$ cat src/sv/rme_sqrt_cell.sv
`timescale 1ns / 1ps
// ----------------------------------------------------------------------------
// rme_sqrt_cell
// One restoring square root step: one result bit per cell.
// ----------------------------------------------------------------------------
module rme_sqrt_cell (
	input  logic        clk,
	input  logic        en,
	input  logic [33:0] rem_in,
	input  logic [16:0] root_in,
	input  logic [31:0] rad_in,
	output logic [33:0] rem_out,
	output logic [16:0] root_out,
	output logic [31:0] rad_out
);
	logic [33:0] rem_sh;
	logic [33:0] trial;
	logic [33:0] rem_nx;
	logic [16:0] root_nx;

	always_comb begin
		rem_sh = {rem_in[31:0], rad_in[31:30]};
		trial = {15'd0, root_in, 2'b01};
		if (rem_sh >= trial) begin
			rem_nx = rem_sh - trial;
			root_nx = {root_in[15:0], 1'b1};
		end else begin
			rem_nx = rem_sh;
			root_nx = {root_in[15:0], 1'b0};
		end
	end

	always_ff @(posedge clk) begin
		if (en) begin
			rem_out <= rem_nx;
			root_out <= root_nx;
			rad_out <= {rad_in[29:0], 2'b00};
		end
	end
endmodule

$ cat config.mk
export PLATFORM = sky130hd
export DESIGN_NAME = rme_sqrt_cell
export DESIGN_NICKNAME = d
export VERILOG_FILES = /design/src/sv/rme_sqrt_cell.sv
export SDC_FILE = /design/constraint.sdc
export NUM_CORES = 1
export LEC_CHECK = 0
export ABC_AREA = 1
export BUFFER_PORTS_ARGS = -buffer_cell sky130_fd_sc_hd__buf_2
export CORE_ASPECT_RATIO = 1.5
export CORE_MARGIN = 5
export CORE_UTILIZATION = 39
export DETAILED_ROUTE_END_ITERATION = 8
export GPL_TIMING_DRIVEN = 0
export PLACE_DENSITY = 0.66
export SYNTH_ARGS = -nofsm -noshare
export SYNTH_HDL_FRONTEND = slang
export SYNTH_SLANG_ARGS = --single-unit
$ cat constraint.sdc
create_clock -name clk -period 1.9 [get_ports clk]
set_input_delay 0.285 -clock clk [delete_from_list [all_inputs] [get_ports clk]]
set_output_delay 0.285 -clock clk [all_outputs]
set_load 0.005 [all_outputs]
# Word level (Yosys, flattened, before mapping)
# Index checks and enable logic that the tools add are counted.
# word_totals
register_bits	81
latch_bits	0
mem_bits_rw	0
mem_bits_ro	0
input_bits	85
n_memories	0
# classes
add_sub_neg	1
mul	0
div_mod_pow	0
order_cmp	1
eq_ne	0
shift	0
muxes	2
bitwise	0
n_reduce_logical	0
# op_table
op	n
$ge 34x19->1	1
$mux 34	1
$sub 34x19->34	1
$mux 1	1

# Depth between registers and ports, before layout
# Gate-level depths: netlist of run 1.
# logic_depth
word_depth	2
depth_mapped	16
ltp_nobuf	16

# Worst setup path after synthesis of run 1
# No wires, ideal clock.
# synth_timing
path_type	input to register
startpoint	input root_in[7]
endpoint	register rem_out[14], data pin
arrival_ps	1655
t_required_ps	1643
setup_slack_ps	-12
stages	13
path_buffers	1
cell_sequence	inv_1 -> ha_1 -> nand2_1 -> inv_1 -> a21oi_2 -> nand3_2 -> nand2_2 -> nand2_2 -> nand2_2 -> nand2_4 -> inv_8 -> buf_6 -> o21ai_2
# synth_between
elab_chain_len	2
elab_cells_between_ends	3
classes_between	add/sub: 1; order compare: 1; mux: 1
# synth_rtl
element	line_no	rtl
from (decl)	10	input logic [16:0] root_in,
$sub 34x19->34 or $ge 34x19->1 (tied branches)	25, 24	
$mux 34 *	24	if (rem_sh >= trial) begin
named net rem_nx[14]	18	logic [33:0] rem_nx;
to (signal assigned)	35	rem_out <= rem_nx;
to (decl)	12	output logic [33:0] rem_out,
# Mark *: on every way through the listed nets, which the timed path passes. The rest lies on a longest branch.
# A chain may end at the register's enable or synchronous reset.

# Worst setup path in the final report of run 1
# layout_timing
startpoint	input rem_in[16]
endpoint	register rem_out[14], data pin
# layout_between
elab_chain_len	2
# layout_rtl
element	line_no	rtl
from (decl)	9	input logic [33:0] rem_in,
$ge 34x19->1	24	
$mux 34	24	
named net rem_nx[14]	18	
# The timed path passes the listed nets, and every way through them passes these cells.

==> reports/results.tsv, run 1 <==
metric	value	unit
drtIter0Drc	165	
p_comb_share	20.3	%
cts-hold-fix-buffers	0	
grt_pass1_vias	4281	
path_class	primary input to flop	
rows	50	
slowest_delay	0.34	ns
hold_violations	0	
status	completed	
regArea	2430	um2
grt_usage	18.2	%
final_design_area_no_fill	6600	um2
place_area	5920	um2
crit_path_end_kind	flop	
vias_per_cell	4.73	
fp.dieH	147	um
cts_buffers	9	
crit_chain	buf_2 -> ha_1 -> inv_1 -> nor2_4 -> nand2_2 -> nor3_2 -> a21oi_2 -> nand2_8 -> inv_12 -> buf_12 -> o21ai_2	
io_buffers	163	
rsz0062_at_grt	yes	
layout_min_cycle_time	1.82	ns
grt_antenna_before_repair	0	
clockPowerShare	37.7	%
fin_ws	0.0770	ns
max-clock-path-buffers	2	
avgRoutedWirePerCell	15.6	um
grt_overflow	0	
synthCells	548	
vdd_drop_max	408	uV
yosys_warnings	0	
netlist_area	4860	um2
nets	831	
p_seq_share	42.0	%
min_to	rad_out[5]$_DFFE_PP_	
drtAntennaViolNets	0	
drc	0	
grt_max_degree	55	
cts_tree	yes	
core_area	12400	um2
preCtsSetupSlack	-0.520	ns
post-place-cells	869	
clk_transition_reported_paths	0.06	ns
root_buffer	clkbuf_16	
synth_cell_type_count	32	
syn-mean-instance-area	8.87	um2
h-tree-depth	3	
min-delay-start	rad_in[3]	
die_x	101	um
switching_share	25.5	%
startpoint	rem_in[16]	
drive_gt1_share	38.9	%
cp.required	1.98	ns
fill_cells	1173	
setup_viol	0	
drt-pass1-iter-count	6	
grt_pass1_wl	21000	um
initial_core_util	39.3	%
cap_violations	0	
start_kind	primary input	
p_int	3930	uW
cp.arrival	1.90	ns
num_vias	4197	
syn_to_final_growth	35.7	%
place_congestion	0.911	
routed_wirelength	13800	um
crit_fanout	10	
diodes	0	
cts_sinks	81	
multi_input_area	2320	um2
finalCritPeriodShare	95.9	%
slowest_stage	ha_1	
hpwl	11300	um
final.setup.tns	0	ns
holdPathStages	1	
synth-seq-cells	81	
io_pins	168	
p_per_area	799	nW/um2
instances_no_fill	887	
maxSlewViolCount	0	
fmax	549	MHz
die_area	14800	um2
p_total	5270	uW
seq_area_frac_synth	50.0	%
power.switching	1340	uW
p_leak	0.00307	uW
min-delay-path-class	primary input to flop	
## cell usage after synthesis
master	number	area [um2]
inv_1	89	334
xnor2_1	12	105
nand4_1	4	25.0
a21oi_2	4	35.0
o21ai_1	2	10.0
nand3_2	2	20.0
conb_1	1	3.75
buf_8	1	15.0
o21ai_0	8	40.0
inv_8	1	11.3
edfxtp_1	81	2430
and3_1	1	6.26
xor2_1	5	43.8
nor2_4	2	22.5
nand2_4	11	124
nor2_2	4	25.0
nor3_1	15	75.1
nand3_1	21	105
buf_6	1	11.3
nand3b_1	7	52.6
nor2_1	52	195
buf_12	1	20.0
nand2_1	155	582
buf_4	3	22.5
nor2b_1	1	6.26
nand2_2	7	43.8
o21a_1	1	7.51
o21ai_2	18	158
ha_1	19	238
o211ai_1	1	7.51
inv_2	3	11.3
a21oi_1	15	75.1
## worst max-delay path by stage
stage | end | slack (ns) | cells past startpoint
2_1_floorplan | rem_out[14]$_DFFE_PP_ | 0.0006 | 14
3_3_place_gp | rem_out[32]$_DFFE_PP_ | -0.56 | 11
3_5_place_dp | rem_out[14]$_DFFE_PP_ | -0.52 | 11
4_1_cts | rem_out[14]$_DFFE_PP_ | 0.005 | 11
5_1_grt | rem_out[14]$_DFFE_PP_ | -0.01 | 11
6_report | rem_out[14]$_DFFE_PP_ | 0.08 | 11
## cell families (layout without fill, tap and decap cells)
group | count (synthesis) | count (layout) | share of synthesized area [%]
AND/OR/NAND/NOR | 282 | 282 | 26.4
XOR/XNOR | 17 | 17 | 3.06
flip-flops | 81 | 81 | 50.0
adder cells (fa/ha/maj) | 19 | 19 | 4.89
buffers and inverters | 99 | 281 | 8.75
other | 1 | 2 | 0.0771
AO/OA/AOI/OAI | 49 | 49 | 6.84
## power by group through the flow
stage | logic [uW] | registers (uW) | clock network (uW)
3_5_place_dp | 977 | 2260 | 0
5_1_grt | 1180 | 2230 | 2120
4_1_cts | 1000 | 2220 | 2040
2_1_floorplan | 480 | 2290 | 0
6_report | 1070 | 2220 | 1990
3_3_place_gp | 958 | 2250 | 0
## cells in the final DEF (no fill, tap or decap), types with 2 or more instances in the layout
cell / n
a21oi_1: 7
a21oi_2: 12
buf_12: 3
buf_2: 162
buf_4: 7
bufinv_16: 3
clkbuf_16: 9
conb_1: 2
edfxtp_1: 81
ha_1: 4
ha_4: 15
inv_1: 88
inv_2: 4
inv_6: 2
nand2_1: 146
nand2_2: 15
nand2_4: 11
nand3_1: 19
nand3_2: 4
nand3b_1: 7
nand4_1: 4
nor2_1: 47
nor2_2: 6
nor2_4: 5
nor3_1: 13
nor3_2: 2
o21ai_0: 6
o21ai_1: 2
o21ai_2: 20
xnor2_1: 12
xor2_1: 5
## layout make-up
class	count	share of cell area (%)
inverters	93	5.48
plain buffers	6	1.25
well taps	156	2.96
flip-flops and latches	81	36.9
clock buffers	9	3.41
clock inverters	6	1.74
multi-input cells	369	35.1
repair buffers	167	13.2
## sequential cells by signal, indices dropped and copies added, names as in the netlist
name and count:
rem_out 34, rad_out 30, root_out 17
## worst max-delay path: cells and delay by family
kind | cells | cell delay (ns)
AO/OA/AOI/OAI | 2 | 0.33
AND/OR/NAND/NOR | 4 | 0.36
adder cells (fa/ha/maj) | 1 | 0.34
buffers and inverters | 4 | 0.57
## timing repair
item,4_1_cts,5_1_grt
pin swaps,1,1
resized for setup,18,38
buffers inserted,1,2
gates cloned,0,0
endpoints found under the setup margin,30,32
## through the flow
stage               hold WS, ns  utilization [%]
floorplan                 0.384                -
global placement          0.462             47.6
detailed placement        0.464             47.8
CTS                       0.113             51.3
global route              0.115             53.3
finish                    0.125             53.3
## layer usage
| metal | wire length (um) | vias to the layer above | GRT usage [%] |
|---|---|---|---|
| met2 | 7650 | 128 | 35.2 |
| met3 | 880 | 20 | 3.28 |
| met5 | 0 | - | 0 |
| li1 | - | 2138 | - |
| met4 | 336 | 0 | 6.92 |
| met1 | 4950 | 1911 | 18.9 |
Power figures use the tool's default switching activity.
==> run 2, diff against run 1 <==
CORE_UTILIZATION = 46   (was 39)
PLACE_DENSITY = 0.76   (was 0.66)
==> run 2 against run 1 <==
Net effect: maximum frequency is 0.34% lower; die area fell by 14%; critical endpoint is now rem_out[18]$_DFFE_PP_; utilization up 9.5 points; via count is 1.8% higher; power shrank 2.8%.
==> reports/results.tsv, run 2 (synthesized netlist as in run 1, its figures left out) <==
metric	value	unit	change
layout_commonest_cell	buf_2		unchanged
avgRoutedWirePerCell	15.3	um	was 15.6 um
drc	0		unchanged
min-delay-start	rad_in[9]		was rad_in[3]
startpoint	root_in[4]		was rem_in[16]
layout_min_cycle_time	1.83	ns	was 1.82 ns
start_kind	primary input		unchanged
clk_transition_reported_paths	0.06	ns	about the same
io_pins	168		unchanged
p_total	5130	uW	was 5270 uW
maxSlewViolCount	0		unchanged
routed_wirelength	13500	um	was 13800 um
grt_overflow	0		unchanged
p_leak	0.00308	uW	was 0.00307 uW
rows	46		was 50
crit_path_end_kind	flop		unchanged
layout_common_cells	162 x buf_2, 147 x nand2_1, 88 x inv_1		was 162 x buf_2, 146 x nand2_1, 88 x inv_1
drt-pass1-iter-count	5		was 6
hpwl	10900	um	was 11300 um
initial_core_util	46.4	%	was 39.3%
min-delay-path-class	primary input to flop		unchanged
place_congestion	0.890		was 0.911
preCtsSetupSlack	-0.444	ns	was -0.520 ns
rsz0062_at_grt	yes		unchanged
num_vias	4274		was 4197
drive_gt1_share	38.7	%	was 38.9%
cts_sinks	81		unchanged
cp.arrival	1.91	ns	was 1.90 ns
max-clock-path-buffers	2		unchanged
p_per_area	780	nW/um2	was 799 nW/um2
final.setup.tns	0	ns	unchanged
diodes	0		unchanged
cts_buffers	9		unchanged
vdd_drop_max	507	uV	was 408 uV
syn_to_final_growth	35.1	%	was 35.7%
drtIter0Drc	164		was 165
root_buffer	clkbuf_16		unchanged
top_register	rem_out		unchanged
reg_top3	rem_out (34), rad_out (30), root_out (17)		unchanged
grt_usage	20.7	%	was 18.2%
cp.required	1.98	ns	about the same
h-tree-depth	3		unchanged
crit_fanout	10		unchanged
fmax	547	MHz	was 549 MHz
nets	835		was 831
regArea	2430	um2	unchanged
cts-hold-fix-buffers	0		unchanged
grt_max_degree	56		was 55
io_buffers	163		unchanged
grt_pass1_wl	20200	um	was 21000 um
grt_antenna_before_repair	0		unchanged
status	completed		unchanged
finalCritPeriodShare	96.3	%	was 95.9%
fp.dieH	136	um	was 147 um
vias_per_cell	4.86		was 4.73
grt_pass1_vias	4232		was 4281
cts_tree	yes		unchanged
fin_ws	0.0707	ns	was 0.0770 ns
hold_violations	0		unchanged
core_area	10500	um2	was 12400 um2
multi_input_area	2300	um2	was 2320 um2
die_area	12800	um2	was 14800 um2
fill_cells	921		was 1173
largest_reg_flops	34		unchanged
drtAntennaViolNets	0		unchanged
cap_violations	0		unchanged
path_class	primary input to flop		unchanged
die_x	94.0	um	was 101 um
setup_viol	0		unchanged
run 2: power by group:
part           switching, uW  internal (uW)  total [uW]
registers               34.8           2180        2210
logic                    598            463        1060
clock network            702           1150        1850
run 2: worst max-delay path, cell delays in order:
cell and delay (ns):
buf_2 0.09, inv_1 0.06, ha_4 0.28, nand2_1 0.11
inv_1 0.10, nand2_1 0.11, nor3_2 0.23, a21oi_2 0.13
nand2_8 0.14, clkinv_8 0.08, buf_8 0.16, nand2_2 0.06
o21ai_2 0.06
run 2: metrics by stage:
stage	utilization, %	cell area [um2]	hold WS [ns]	cells
floorplan	-	4880	0.384	549
global placement	56.1	5880	0.461	856
detailed placement	56.4	5910	0.464	857
CTS	60.6	6340	0.114	873
global route	62.7	6570	0.113	880
finish	62.7	6570	0.119	880
run 2: area by class of cell:
cell class                 instances  area share [%]
timing repair buffer             170            13.6
sequential                        81            37.0
buffer                             6            1.18
multi-input combinational        369            35.0
timing repair inverter             1           0.133
clock inverter                     7            1.43
tap                              144            2.74
inverter                          93            5.50
clock buffer                       9            3.43
run 2: layer usage:
layer  wire length, um  GRT usage, %
met1              4870          21.0
met2              7420          39.7
met3               803          4.21
met4               389          8.92
met5                 0             0
run 2: path summary, 6_finish.rpt:
check | endpoint | slack (ns) | cells after the start
min | rad_out[11]$_DFFE_PP_ | 0.12 | 1
max | rem_out[18]$_DFFE_PP_ | 0.07 | 13
run 2: repair_timing:
item | in CTS | in global routing
pin swaps | 0 | 3
resized for setup | 17 | 34
setup endpoints to repair | 30 | 32
setup buffers | 0 | 6
gates cloned | 0 | 1
